[config.mk]
export PLATFORM = sky130hd
export DESIGN_NAME = cpu_read_op_alu
export DESIGN_NICKNAME = d
export VERILOG_FILES = /design/src/rtl/core/croa_pkg.sv /design/src/rtl/core/cpu_read_op_alu.sv
export SDC_FILE = /design/constraint.sdc
export NUM_CORES = 1
export LEC_CHECK = 0
export ABC_AREA = 1
export BUFFER_PORTS_ARGS = -buffer_cell sky130_fd_sc_hd__clkbuf_2
export CORE_AREA = 2 2 81 160
export DETAILED_ROUTE_END_ITERATION = 7
export DIE_AREA = 0 0 83 162
export PLACE_DENSITY = 0.55
export SETUP_SLACK_MARGIN = 0.4
export SLEW_MARGIN = 20
export SYNTH_ARGS = -nofsm -noshare
export SYNTH_HDL_FRONTEND = slang
export SYNTH_SLANG_ARGS = --single-unit
[constraint.sdc]
create_clock -name clk -period 4.15 [get_ports clk]
set_input_delay 0.83 -clock clk [delete_from_list [all_inputs] [get_ports clk]]
set_output_delay 0.83 -clock clk [all_outputs]
set_load 0.05 [all_outputs]
[src/rtl/core/croa_pkg.sv]
package croa_pkg;

  typedef enum logic [4:0] {
    CMD_NOP = 5'd0,
    CMD_LDA = 5'd1,
    CMD_LDX = 5'd2,
    CMD_LDY = 5'd3,
    CMD_EOR = 5'd4,
    CMD_AND = 5'd5,
    CMD_ORA = 5'd6,
    CMD_ADC = 5'd7,
    CMD_SBC = 5'd8,
    CMD_CMP = 5'd9,
    CMD_CPX = 5'd10,
    CMD_CPY = 5'd11,
    CMD_BIT = 5'd12,
    CMD_LAX = 5'd13,
    CMD_ARR = 5'd14,
    CMD_AXS = 5'd15,
    CMD_ALR = 5'd16,
    CMD_XAA = 5'd17,
    CMD_OAL = 5'd18
  } cmd_t;

  // Bits the unstable XAA/OAL combinations force high in A before the AND.
  localparam logic [7:0] MAGIC_MASK = 8'hEE;

endpackage

[src/rtl/core/cpu_read_op_alu.sv]
// An accepted start reaches the done strobe through the input register,
//   then the result register.
// Throughput: one transaction per cycle; busy is low except during reset.
// The receiver cannot stall: each result is marked by done, high for a single
//   cycle, and stays on the result ports until the next result.
// Reset (rst, synchronous, active high): drop any transaction in flight.
module cpu_read_op_alu (
  input  logic       clk,
  input  logic       rst,
  input  logic       start,
  output logic       busy,
  input  logic [4:0] command,
  input  logic [7:0] operand,
  input  logic [7:0] acc_in,
  input  logic [7:0] xreg_in,
  input  logic [7:0] yreg_in,
  input  logic       carry_in,
  input  logic       zero_in,
  input  logic       overflow_in,
  input  logic       sign_in,
  output logic       done,
  output logic [7:0] acc_out,
  output logic [7:0] xreg_out,
  output logic [7:0] yreg_out,
  output logic       carry_out,
  output logic       zero_out,
  output logic       overflow_out,
  output logic       sign_out
);

  // Input register: one transaction in flight per stage.
  logic       valid_q;
  logic [4:0] cmd_q;
  logic [7:0] m_q, a_q, x_q, y_q;
  logic       c_q, z_q, v_q, n_q;

  // Combinational results
  logic [7:0] a_next, x_next, y_next;
  logic       c_next, z_next, v_next, n_next;
  logic [7:0] res;
  logic       set_nz;

  // Shared 9-bit adder: add, subtract and compare all run through it.
  logic [7:0] add_lhs, add_rhs;
  logic       add_cin;
  logic [8:0] add_sum;
  logic [7:0] and_am;
  logic [7:0] arr_val;

  logic accept;

  // Busy only in reset; in any other cycle a start is accepted.
  assign busy   = rst;
  assign accept = start & ~busy;

  always_ff @(posedge clk) begin
    if (rst) begin
      valid_q <= 1'b0;
    end else begin
      valid_q <= accept;
    end
  end

  // Payload capture: hold when no transaction arrives.
  always_ff @(posedge clk) begin
    if (accept) begin
      cmd_q <= command;
      m_q   <= operand;
      a_q   <= acc_in;
      x_q   <= xreg_in;
      y_q   <= yreg_in;
      c_q   <= carry_in;
      z_q   <= zero_in;
      v_q   <= overflow_in;
      n_q   <= sign_in;
    end
  end

  assign and_am  = a_q & m_q;
  assign arr_val = {c_q, and_am[7:1]};

  // Adder operand selection. Subtract-like commands invert M; compares and
  // AXS force the carry in to 1 so the carry out reads as "lhs >= M".
  always_comb begin
    add_lhs = a_q;
    add_rhs = ~m_q;
    add_cin = 1'b1;
    case (croa_pkg::cmd_t'(cmd_q))
      croa_pkg::CMD_ADC: begin
        add_rhs = m_q;
        add_cin = c_q;
      end
      croa_pkg::CMD_SBC: begin
        add_cin = c_q;
      end
      croa_pkg::CMD_CPX: begin
        add_lhs = x_q;
      end
      croa_pkg::CMD_CPY: begin
        add_lhs = y_q;
      end
      croa_pkg::CMD_AXS: begin
        add_lhs = a_q & x_q;
      end
      default: begin
        add_lhs = a_q;
      end
    endcase
  end

  assign add_sum = {1'b0, add_lhs} + {1'b0, add_rhs} + {8'd0, add_cin};

  // Operation decode; untouched registers and flags pass through.
  always_comb begin
    a_next = a_q;
    x_next = x_q;
    y_next = y_q;
    c_next = c_q;
    z_next = z_q;
    v_next = v_q;
    n_next = n_q;
    res    = 8'd0;
    set_nz = 1'b1;
    case (croa_pkg::cmd_t'(cmd_q))
      croa_pkg::CMD_LDA: begin
        a_next = m_q;
        res    = m_q;
      end
      croa_pkg::CMD_LDX: begin
        x_next = m_q;
        res    = m_q;
      end
      croa_pkg::CMD_LDY: begin
        y_next = m_q;
        res    = m_q;
      end
      croa_pkg::CMD_EOR: begin
        a_next = a_q ^ m_q;
        res    = a_q ^ m_q;
      end
      croa_pkg::CMD_AND: begin
        a_next = and_am;
        res    = and_am;
      end
      croa_pkg::CMD_ORA: begin
        a_next = a_q | m_q;
        res    = a_q | m_q;
      end
      croa_pkg::CMD_ADC: begin
        a_next = add_sum[7:0];
        res    = add_sum[7:0];
        c_next = add_sum[8];
        v_next = ~(a_q[7] ^ m_q[7]) & (a_q[7] ^ add_sum[7]);
      end
      croa_pkg::CMD_SBC: begin
        a_next = add_sum[7:0];
        res    = add_sum[7:0];
        c_next = add_sum[8];
        v_next = (a_q[7] ^ m_q[7]) & (a_q[7] ^ add_sum[7]);
      end
      croa_pkg::CMD_CMP, croa_pkg::CMD_CPX, croa_pkg::CMD_CPY: begin
        res    = add_sum[7:0];
        c_next = add_sum[8];
      end
      croa_pkg::CMD_BIT: begin
        set_nz = 1'b0;
        n_next = m_q[7];
        v_next = m_q[6];
        z_next = (and_am == 8'd0);
      end
      croa_pkg::CMD_LAX: begin
        a_next = m_q;
        x_next = m_q;
        res    = m_q;
      end
      croa_pkg::CMD_ARR: begin
        a_next = arr_val;
        res    = arr_val;
        c_next = arr_val[6];
        v_next = arr_val[6] ^ arr_val[5];
      end
      croa_pkg::CMD_AXS: begin
        x_next = add_sum[7:0];
        res    = add_sum[7:0];
        c_next = add_sum[8];
      end
      croa_pkg::CMD_ALR: begin
        a_next = {1'b0, and_am[7:1]};
        res    = {1'b0, and_am[7:1]};
        c_next = and_am[0];
      end
      croa_pkg::CMD_XAA: begin
        a_next = (a_q | croa_pkg::MAGIC_MASK) & x_q & m_q;
        res    = (a_q | croa_pkg::MAGIC_MASK) & x_q & m_q;
      end
      croa_pkg::CMD_OAL: begin
        a_next = (a_q | croa_pkg::MAGIC_MASK) & m_q;
        x_next = (a_q | croa_pkg::MAGIC_MASK) & m_q;
        res    = (a_q | croa_pkg::MAGIC_MASK) & m_q;
      end
      default: begin
        // NOP and unused codes: everything passes through.
        set_nz = 1'b0;
      end
    endcase
    if (set_nz) begin
      n_next = res[7];
      z_next = (res == 8'd0);
    end
  end

  // Result register: the strobe lasts exactly one cycle per transaction.
  always_ff @(posedge clk) begin
    if (rst) begin
      done <= 1'b0;
    end else begin
      done <= valid_q;
    end
  end

  always_ff @(posedge clk) begin
    if (valid_q) begin
      acc_out      <= a_next;
      xreg_out     <= x_next;
      yreg_out     <= y_next;
      carry_out    <= c_next;
      zero_out     <= z_next;
      overflow_out <= v_next;
      sign_out     <= n_next;
    end
  end

endmodule

==> results of run 1 <==
-- cell families after synthesis --
group	Yosys count
AOI/OAI and AO/OA	63
adders and majority gates	26
and+or+nand+nor	279
DFF	71
xor gates and xnor gates	9
buffers and inverters	73
-- critical path: stages (launching register included) --
cell and delay (ns):
edfxtp_1 0.52, inv_4 0.18, nand3_2 0.15, nor3_1 0.20, buf_4 0.22, nand2_1 0.10, o2111ai_1 0.12, fa_1 0.27
inv_1 0.08, fa_1 0.46, inv_1 0.07, nand3_1 0.08, nand2_1 0.10, nand2_1 0.06, nand2_1 0.15, nand3_1 0.10
nor2_1 0.13, nand3_1 0.08, nand2_1 0.07, nand3_1 0.08, nand2_1 0.07
-- sequential cells by signal (all words and copies together) (netlist names) --
signal        flops
a_q               8
acc_out           8
m_q               8
x_q               8
xreg_out          8
y_q               8
yreg_out          8
cmd_q             5
c_q               1
carry_out         1
done              1
n_q               1
overflow_out      1
sign_out          1
v_q               1
valid_q           1
z_q               1
zero_out          1
-- power by group --
| group | switching, W | total, W | leakage [nW] | internal, W |
|---|---|---|---|---|
| combinational | 0.000338 | 0.000480 | 1.69 | 0.000142 |
| clock | 0.000319 | 0.000850 | 0.150 | 0.000531 |
| sequential | 0.0000482 | 0.000904 | 0.662 | 0.000856 |
-- cell usage in the layout, fill, tap and decap left out, drive strengths merged, types with 9 or more instances in the layout --
cell    count
o21ai      21
nor2       66
inv        66
a21oi      15
edfxtp     69
clkbuf     83
ha         24
nand3      44
nand3b      9
nand2     143
nand4      12
-- final timing paths --
| path | start | endpoint |
|---|---|---|
| setup / recovery | cmd_q[4] | zero_out |
| hold / removal | n_q | sign_out |
| hold reg to reg | n_q | sign_out |
| setup reg to reg | cmd_q[4] | zero_out |
-- through the flow --
step	hold slack (ns)	power [W]	worst slack, ns	util [%]	area [um^2]
3_5_place_dp	0.571	0.00139	0.601	41.6	5080
6_report	0.579	0.00223	0.730	44.8	5460
2_1_floorplan	0.525	0.00124	1.10	-	4550
4_1_cts	0.587	0.00225	0.580	44.3	5400
3_3_place_gp	0.565	0.00139	0.707	41.6	5080
5_1_grt	0.618	0.00233	0.412	44.8	5460
-- what timing repair did --
item / CTS / global route
setup endpoints to repair: 0 / 5
gates resized for setup: 0 / 2
setup buffers: 0 / 2
-- per-layer routing --
layer	vias up	GRT usage, %	part of all wire (%)
met5	-	0	0
met4	0	16.0	6.2
li1	1950	-	-
met3	49	3.25	3.9
met2	147	41.9	54
met1	1886	22.3	36
-- area by class of cell --
cell class / instances / area share [%]
Timing Repair Buffer: 80 / 8.25
Sequential cell: 71 / 38.7
Clock inverter: 6 / 1.69
Inverter: 66 / 4.60
Tap cell: 147 / 3.37
Clock buffer: 10 / 4.19
Multi-Input combinational cell: 377 / 39.2
==> out/metrics.csv, run 1 <==
metric,value,unit
vias,4032,
synth-compound-area-share,9.26,%
synth_edf_count,69,
synthAdderAreaFrac,7.48,%
grt_usage,22.5,%
synth_top_family_by_area,simple AND/OR/NAND/NOR gates,
cts_root_buf,clkbuf_16,
grt-ovfl-total,0,
synthFlopType,edfxtp_1,
drt_first_pass_iters,5,
syn_area,4550,um^2
hpwl,11.5,mm
cts-buffers-inserted,9,
clk_latency,0.34,ns
synth.area.top_cells,"edfxtp_1 46%, nand2_1 11%, ha_1 6.6%, inv_1 4.4%, nor2_1 4.4%",
regArea,2110,um^2
fin_crit_sh,82.4,%
outcome,"finished, final reports clean",
setup_viol,0,
peakVddDrop,0.000277,V
crit_fanout,12,
drcViolationCount,0,
wl,14.7,mm
r2r_slack,0.73,ns
die_w,83,um
syn2layout_area_growth,20.0,%
die_h,162,um
clk_pin_slew,0.06,ns
yosysUniqueCellTypes,41,
synth.avg_cell_area,8.74,um^2
placement.io_buffers,73,
grt_pass1_vias,4246,
cts_tree,built,
tns,0,ns
grt_max_degree,42,
n_antenna_cell,0,
r2r_cells,20,
hp-class,reg2reg,
post_drt_via_cell_ratio,5.33,
place_congestion,0.940,
crit_path_end_kind,flip-flop,
n_fill_cell,1233,
p_leak,2.50,nW
ys_seq_area_share,46.4,%
ys_warn_count,0,
slew_viol_final,0,
die_area,13400,um^2
synth-xor-area-share,1.73,%
nets,675,
drt_iter0_markers,223,
clockBufferDepth,2,
synth_top_area_cell,edfxtp_1,
synth_mux_area_share,0,%
whs_path_depth,2,
grt_pass1_wl,22.6,mm
antenna_found_initial,0,
syn_nets,591,
postSynth.asyncResetShare,0,%
worst-setup-path-type,reg2reg,
rsz0062_at_grt,no,
period_needed,3.42,ns
fmax,0.292,GHz
multi_input_area,2140,um^2
relSlewSlack,46.7,%
io_pins,74,
initial_core_util,37.3,%
yosys_register_bits,71,
placed_cells,738,
final_antenna_net_count,0,
cp.required,4.35,ns
htree_levels,3,
synth_top_cells_by_count,"139 x nand2_1, 69 x edfxtp_1, 53 x inv_1, 53 x nor2_1, 38 x nand3_1",
drive_gt1_share,22.5,%
core.rowCount,57,
hold_viol,0,
maxCapViolations,0,
tightest_slew,0.800,ns
core_area,12200,um^2
cts_hold_buffers,0,
synth_most_common_cell,nand2_1,
synth_top_area_share,45.5,%
clock_sinks,71,
stdcell_count,757,
power_density,409,nW/um^2
arrival,3.62,ns
routedWlPerCell,19.5,um
setup.worst_path.start_class,flip-flop,
skew,0.00676,ns
synth-simple-area-share,28.3,%
synthCells,521,
No activity file was read; power rests on OpenSTA's default activity.
==> run 2, diff against run 1 <==
--- a/config.mk
+++ b/config.mk
@@ -5,12 +5,12 @@
 export SDC_FILE = /design/constraint.sdc
 export NUM_CORES = 1
 export LEC_CHECK = 0
-export ABC_AREA = 1
+export ABC_AREA = 0
 export BUFFER_PORTS_ARGS = -buffer_cell sky130_fd_sc_hd__clkbuf_2
-export CORE_AREA = 2 2 81 160
+export CORE_AREA = 2 2 80 158
 export DETAILED_ROUTE_END_ITERATION = 7
-export DIE_AREA = 0 0 83 162
-export PLACE_DENSITY = 0.55
+export DIE_AREA = 0 0 82 160
+export PLACE_DENSITY = 0.58
 export SETUP_SLACK_MARGIN = 0.4
 export SLEW_MARGIN = 20
 export SYNTH_ARGS = -nofsm -noshare
==> constraint.sdc (replaced) <==
create_clock -name clk -period 3.04 [get_ports clk]
set_input_delay 0.608 -clock clk [delete_from_list [all_inputs] [get_ports clk]]
set_output_delay 0.608 -clock clk [all_outputs]
set_load 0.05 [all_outputs]
==> out/metrics.csv, run 2 <==
metric,value,unit,change
outcome,"complete, but fails checks",,
failed_checks,negative setup slack,,
wl,14.2,mm,-3.6%
clk_pin_slew,0.06,ns,about the same
grt_usage,22.5,%,+0.084 points
final_antenna_net_count,0,,unchanged
ys_warn_count,0,,unchanged
syn_nets,493,,-17%
peakVddDrop,0.000320,V,+16%
syn2layout_area_growth,34.4,%,
nets,622,,-7.9%
hp-class,in2reg,,
htree_levels,3,,unchanged
die_w,82,um,-1.2%
crit_path_frequent_cell,fa_2,,
synth_top_cells_by_count,"69 x edfxtp_1, 37 x nand2_1, 30 x inv_1",,
cts_hold_buffers,0,,unchanged
mostFrequentLayoutCells,"73 x clkbuf_2, 69 x edfxtp_1, 62 x buf_4, 35 x nand2_1, 29 x inv_1",,
rsz0062_at_grt,yes,,
r2r_cells,15,,-25%
power_density,536,nW/um^2,+31%
grt_pass1_wl,21.3,mm,-5.9%
postSynth.asyncResetShare,0,%,unchanged
synth_edf_count,69,,unchanged
n_antenna_cell,0,,unchanged
grt_max_degree,30,,-29%
yosysUniqueCellTypes,65,,+59%
whs_path_depth,1,,-1
worst-setup-path-type,reg2reg,,
crit_fanout,4,,-8
grtUsageMet2,37.8,%,-4.1 points
drive_gt1_share,38.1,%,+16 points
setup_viol,4,,+4
synth_most_common_cell,edfxtp_1,,
setup_ws,-0.111,ns,-0.841 ns
clk_latency,0.34,ns,about the same
die_h,160,um,-1.2%
synth_top_area_share,46.9,%,+1.4 points
placement.io_buffers,73,,unchanged
n_fill_cell,1105,,-10%
critical-path-max-stage-delay,0.45,ns,-0.07 ns
syn_area,4420,um^2,-3.0%
grt_pass1_vias,3900,,-8.1%
place_congestion,0.932,,-0.85%
final_common_cell,clkbuf_2,,
hold_viol,0,,unchanged
initial_core_util,36.9,%,-0.46 points
yosys_register_bits,71,,unchanged
utilization,49.5,%,+4.7 points
drcViolationCount,0,,unchanged
fin_crit_sh,104,%,+21 points
synthCells,423,,-19%
fmax,0.317,GHz,+8.5%
antenna_found_initial,0,,unchanged
arrival,3.33,ns,-0.29 ns
p_leak,2.43,nW,-2.9%
post_drt_via_cell_ratio,5.59,,+4.9%
crit_path_end_kind,flip-flop,,
drt_iter0_markers,269,,+21%
tightest_slew,0.686,ns,-0.114 ns
maxCapViolations,0,,unchanged
cp.required,3.21,ns,-1.14 ns
synth.area.top_cells,"edfxtp_1 47%, ha_1 6.8%, nand2_1 3.1%, a21oi_1 2.7%, inv_1 2.5%",,
core.rowCount,57,,unchanged
slowest_stage,edfxtp_1,,
period_needed,3.15,ns,-0.269 ns
final_area,5940,um^2,+8.7%
place_area,5330,um^2,+5.0%
synthFlopType,edfxtp_1,,
io_pins,74,,unchanged
cts_tree,built,,
core_area,12000,um^2,-1.8%
relSlewSlack,54.1,%,+7.4 points
die_area,13100,um^2,-2.4%
slew_viol_final,0,,unchanged
synth.avg_cell_area,10.4,um^2,+20%
met1_usage,25.7,%,+3.4 points
hpwl,11.1,mm,-3.8%
synth_top_area_cell,edfxtp_1,,
clock_sinks,71,,unchanged
met3_usage,4.12,%,+0.87 points
clockBufferDepth,2,,unchanged
vias,3935,,-2.4%
cts-buffers-inserted,9,,unchanged
crit_chain,"nor2_2, nand3_2, nand2_2, nand2_1, a222oi_1, inv_1, fa_2, inv_2, fa_2, nand2b_4, a211oi_4, or4_4, o311ai_4, a41oi_2, o31ai_2",,
grt-ovfl-total,0,,unchanged
drt_first_pass_iters,5,,unchanged
ys_seq_area_share,47.8,%,+1.4 points
grt.busiest_layer,met2,,
cts_root_buf,clkbuf_16,,
skew,0.00898,ns,+0.00222 ns
setup.worst_path.start_class,flip-flop,,
routedWlPerCell,20.2,um,+3.6%
-- run 2: changes by cell type after synthesis, moves of 8 or more --
cell      previous run  this run
buf_2                1        10
nor2b_1              0        13
a22oi_1              2        13
o21ai_1              3        14
a21oi_1             14        24
nand2b_1             0         8
inv_2               11         0
nor2_1              53        25
nand4_1             12         4
nand3_1             38        10
a21o_1               0         8
inv_1               53        30
xnor2_1              1        12
nand2_1            139        37
-- run 2: layer usage --
metal  wire, um  up-vias
met5          0        -
met4        959        0
met3        740       59
met2       7300      173
met1       5200     1848
li1           -     1855
-- run 2: power breakdown --
part,leakage (nW),switching (W),internal (W)
clock,0.135,0.000415,0.000639
sequential,0.662,0.0000596,0.00117
combinational,1.63,0.000535,0.000369
total,2.43,0.00101,0.00217
-- run 2: area by class of cell --
cell class / count / area, um^2 / area share, %
Clock buffer: 10 / 229 / 3.86
Sequential cell: 71 / 2110 / 35.6
Clock inverter: 6 / 70.1 / 1.18
Inverter: 30 / 113 / 1.90
Tap cell: 147 / 184 / 3.10
Multi-Input combinational cell: 301 / 2350 / 39.6
Timing Repair Buffer: 139 / 880 / 14.8
-- run 2: path summary, 6_finish.rpt --
check / start / to / slack, ns
worst min-delay path: yreg_in[5] / y_q[5] / 0.43
worst min register to register: y_q[2] / yreg_out[2] / 0.59
worst max-delay path: cmd_q[2] / zero_out / -0.11
worst max register to register: cmd_q[2] / zero_out / -0.11
-- run 2: logic make-up after synthesis --
| logic type | share of synthesized area (%) |
|---|---|
| and+or+nand+nor | 16.1 |
| DFF | 47.8 |
| muxes | 0.737 |
| buffers and inverters | 5.04 |
| xor gates and xnor gates | 2.58 |
| AOI/OAI and AO/OA | 20.0 |
| adders and majority gates | 7.71 |
-- run 2: worst max-delay path, delay by kind of cell (launching register included) --
| kind | cells | cell delay, ns |
|---|---|---|
| AO/OA/AOI/OAI | 5 | 0.71 |
| adder cells (fa/ha/maj) | 2 | 0.63 |
| buffers and inverters | 2 | 0.18 |
| flip-flops | 1 | 0.45 |
| AND/OR/NAND/NOR | 6 | 1.02 |
-- run 2: timing repair --
action                     4_1_cts  5_1_grt
setup endpoints to repair       17       19
resized for setup               24       20
pin swaps                       17       15
hold endpoints to repair         0        0
buffers inserted                10        3
-- run 2: metrics by stage --
| stage | power, W | instances | TNS [ns] | hold slack [ns] | setup slack (ns) |
|---|---|---|---|---|---|
| global placement | 0.00202 | 675 | -0.486 | 0.569 | -0.136 |
| CTS | 0.00313 | 701 | -0.133 | 0.424 | -0.0822 |
| finish | 0.00318 | 704 | -0.271 | 0.434 | -0.111 |
| floorplan | 0.00173 | 423 | -0.220 | 0.527 | -0.112 |
| global route | 0.00331 | 704 | -1.63 | 0.433 | -0.282 |
| detailed placement | 0.00202 | 675 | -0.683 | 0.582 | -0.198 |
==> run 3, diff against run 2 <==
--- a/config.mk
+++ b/config.mk
@@ -5,11 +5,11 @@
 export SDC_FILE = /design/constraint.sdc
 export NUM_CORES = 1
 export LEC_CHECK = 0
-export ABC_AREA = 0
+export ABC_AREA = 1
 export BUFFER_PORTS_ARGS = -buffer_cell sky130_fd_sc_hd__clkbuf_2
-export CORE_AREA = 2 2 80 158
+export CORE_AREA = 2 2 81 160
 export DETAILED_ROUTE_END_ITERATION = 7
-export DIE_AREA = 0 0 82 160
+export DIE_AREA = 0 0 83 162
 export PLACE_DENSITY = 0.58
 export SETUP_SLACK_MARGIN = 0.4
 export SLEW_MARGIN = 20
==> out/metrics.csv, run 3 (synthesized netlist as in run 1, its figures left out) <==
metric,value,unit,change
setup.worst_path.start_class,flip-flop,,
whs_path_depth,1,,unchanged
crit_fanout,5,,+1
tns,0,ns,+0.271 ns
fmax,0.343,GHz,+8.1%
cts_root_buf,clkbuf_16,,
period_needed,2.92,ns,-0.236 ns
hold_viol,0,,unchanged
relSlewSlack,47.6,%,-6.5 points
slew_viol_final,0,,unchanged
r2r_slack,0.12,ns,+0.24 ns
core.rowCount,57,,unchanged
r2r_end,acc_out[2],,
clk_pin_slew,0.06,ns,about the same
mostFrequentLayoutCells,"126 x nand2_1, 73 x clkbuf_2, 69 x edfxtp_1, 50 x nor2_1, 49 x inv_1",,
initial_core_util,37.3,%,+0.46 points
tightest_slew,0.779,ns,+0.0926 ns
hold_path_end,y_q[5],,
pre_cts_slack,-0.0859,ns,+0.113 ns
drcViolationCount,0,,unchanged
maxCapViolations,0,,unchanged
skew,0.00836,ns,-0.000617 ns
grt_max_degree,42,,+40%
arrival,3.01,ns,-0.32 ns
syn2layout_area_growth,35.1,%,
fin_crit_sh,95.9,%,-7.8 points
wl,15.9,mm,+12%
die_w,83,um,+1.2%
die_area,13400,um^2,+2.5%
setup_viol,0,,-4
min-delay-start,yreg_in[5],,
post_drt_via_cell_ratio,5.35,,-4.2%
worst-setup-path-type,reg2reg,,
place_congestion,0.966,,+3.7%
p_leak,2.80,nW,+15%
cts_hold_buffers,0,,unchanged
hp-class,in2reg,,
r2r_cells,15,,unchanged
crit_path_end_kind,flip-flop,,
clock_sinks,71,,unchanged
outcome,"finished, final reports clean",,
grt_pass1_wl,24.1,mm,+13%
clockBufferDepth,2,,unchanged
io_pins,74,,unchanged
grt_pass1_vias,4361,,+12%
cts_tree,built,,
nets,723,,+16%
setup_ws,0.125,ns,+0.236 ns
n_antenna_cell,0,,unchanged
core_area,12200,um^2,+1.8%
drt_iter0_markers,284,,+5.6%
drt_first_pass_iters,4,,-1
placement.io_buffers,73,,unchanged
final_common_cell,nand2_1,,
cts-buffers-inserted,9,,unchanged
utilization,50.4,%,+0.90 points
peakVddDrop,0.000335,V,+4.7%
r2r_start,cmd_q[4],,
hold_ws,0.435,ns,+0.00122 ns
grt-ovfl-total,0,,unchanged
power_density,542,nW/um^2,+0.96%
hpwl,12.4,mm,+12%
drive_gt1_share,35.1,%,-3.0 points
grt_usage,23.9,%,+1.4 points
routedWlPerCell,19.8,um,-1.8%
die_h,162,um,+1.3%
rsz0062_at_grt,yes,,
final_area,6150,um^2,+3.6%
htree_levels,3,,unchanged
clk_latency,0.34,ns,about the same
cp.required,3.13,ns,-0.08 ns
place_area,5290,um^2,-0.75%
antenna_found_initial,0,,unchanged
vias,4310,,+9.5%
final_antenna_net_count,0,,unchanged
==> run 3: cell count changes in the layout (fill, tap and decap cells not counted), sizes merged, moves of 11 or more <==
cell / delta
buf: -11
nor2: +40
nor2b: -13
inv: +35
nand3: +34
nand2: +106
xnor2: -11
==> run 3: worst max-delay path: stages, from the launching register on <==
cell and delay (ns):
edfxtp_1 0.39, inv_2 0.14, nand3_4 0.14, nor3_4 0.31, buf_6 0.16, buf_6 0.12
nand2_1 0.06, o211a_1 0.16, fa_2 0.39, buf_6 0.13, xnor2_2 0.13, buf_4 0.15
nand2_1 0.06, o211ai_1 0.13, nor2_1 0.12, nand2_1 0.06
==> run 3: cell type report <==
cell class | count | area (um^2)
well taps | 147 | 184
flip-flops and latches | 71 | 2110
fillers | 1158 | 6040
multi-input cells | 377 | 2420
inverters | 66 | 251
clock inverters | 6 | 116
clock buffers | 10 | 229
repair buffers | 128 | 837
==> run 3: timing repair <==
| item | 4_1_cts | 5_1_grt |
|---|---|---|
| endpoints found under the setup margin | 18 | 18 |
| buffers inserted | 19 | 7 |
| resized for setup | 40 | 27 |
| pin swaps | 19 | 32 |
| hold endpoints to repair | 0 | 0 |
==> run 3: where the power goes <==
part / internal, W / leakage, nW / total, W / switching (W)
clock: 0.000809 / 0.168 / 0.00125 / 0.000436
combinational: 0.000309 / 1.97 / 0.000862 / 0.000554
sequential: 0.00117 / 0.662 / 0.00122 / 0.0000557
==> run 3: routing by layer <==
metal / track usage, % / up-vias / wire [um] / part of all wire (%)
li1: - / 2040 / - / -
met1: 23.4 / 2045 / 5410 / 34
met2: 44.9 / 168 / 8720 / 55
met3: 3.96 / 57 / 667 / 4.2
met4: 16.1 / 0 / 1140 / 7.2
met5: 0 / - / 0 / 0
==> run 3: how the worst max path moves through the flow <==
stage | from | slack [ns] | cells after the start | endpoint
6_report | cmd_q[4] | 0.12 | 15 | acc_out[2]
3_3_place_gp | cmd_q[2] | -0.06 | 18 | carry_out
2_1_floorplan | cmd_q[4] | 0.18 | 17 | zero_out
4_1_cts | cmd_q[0] | 0.17 | 18 | carry_out
5_1_grt | cmd_q[4] | -0.009 | 17 | carry_out
3_5_place_dp | cmd_q[2] | -0.09 | 18 | carry_out
==> run 3: metrics by stage <==
| stage | std cells | power, W |
|---|---|---|
| floorplan | 521 | 0.00169 |
| global placement | 763 | 0.00195 |
| detailed placement | 763 | 0.00195 |
| CTS | 798 | 0.00327 |
| global route | 805 | 0.00345 |
| finish | 805 | 0.00333 |
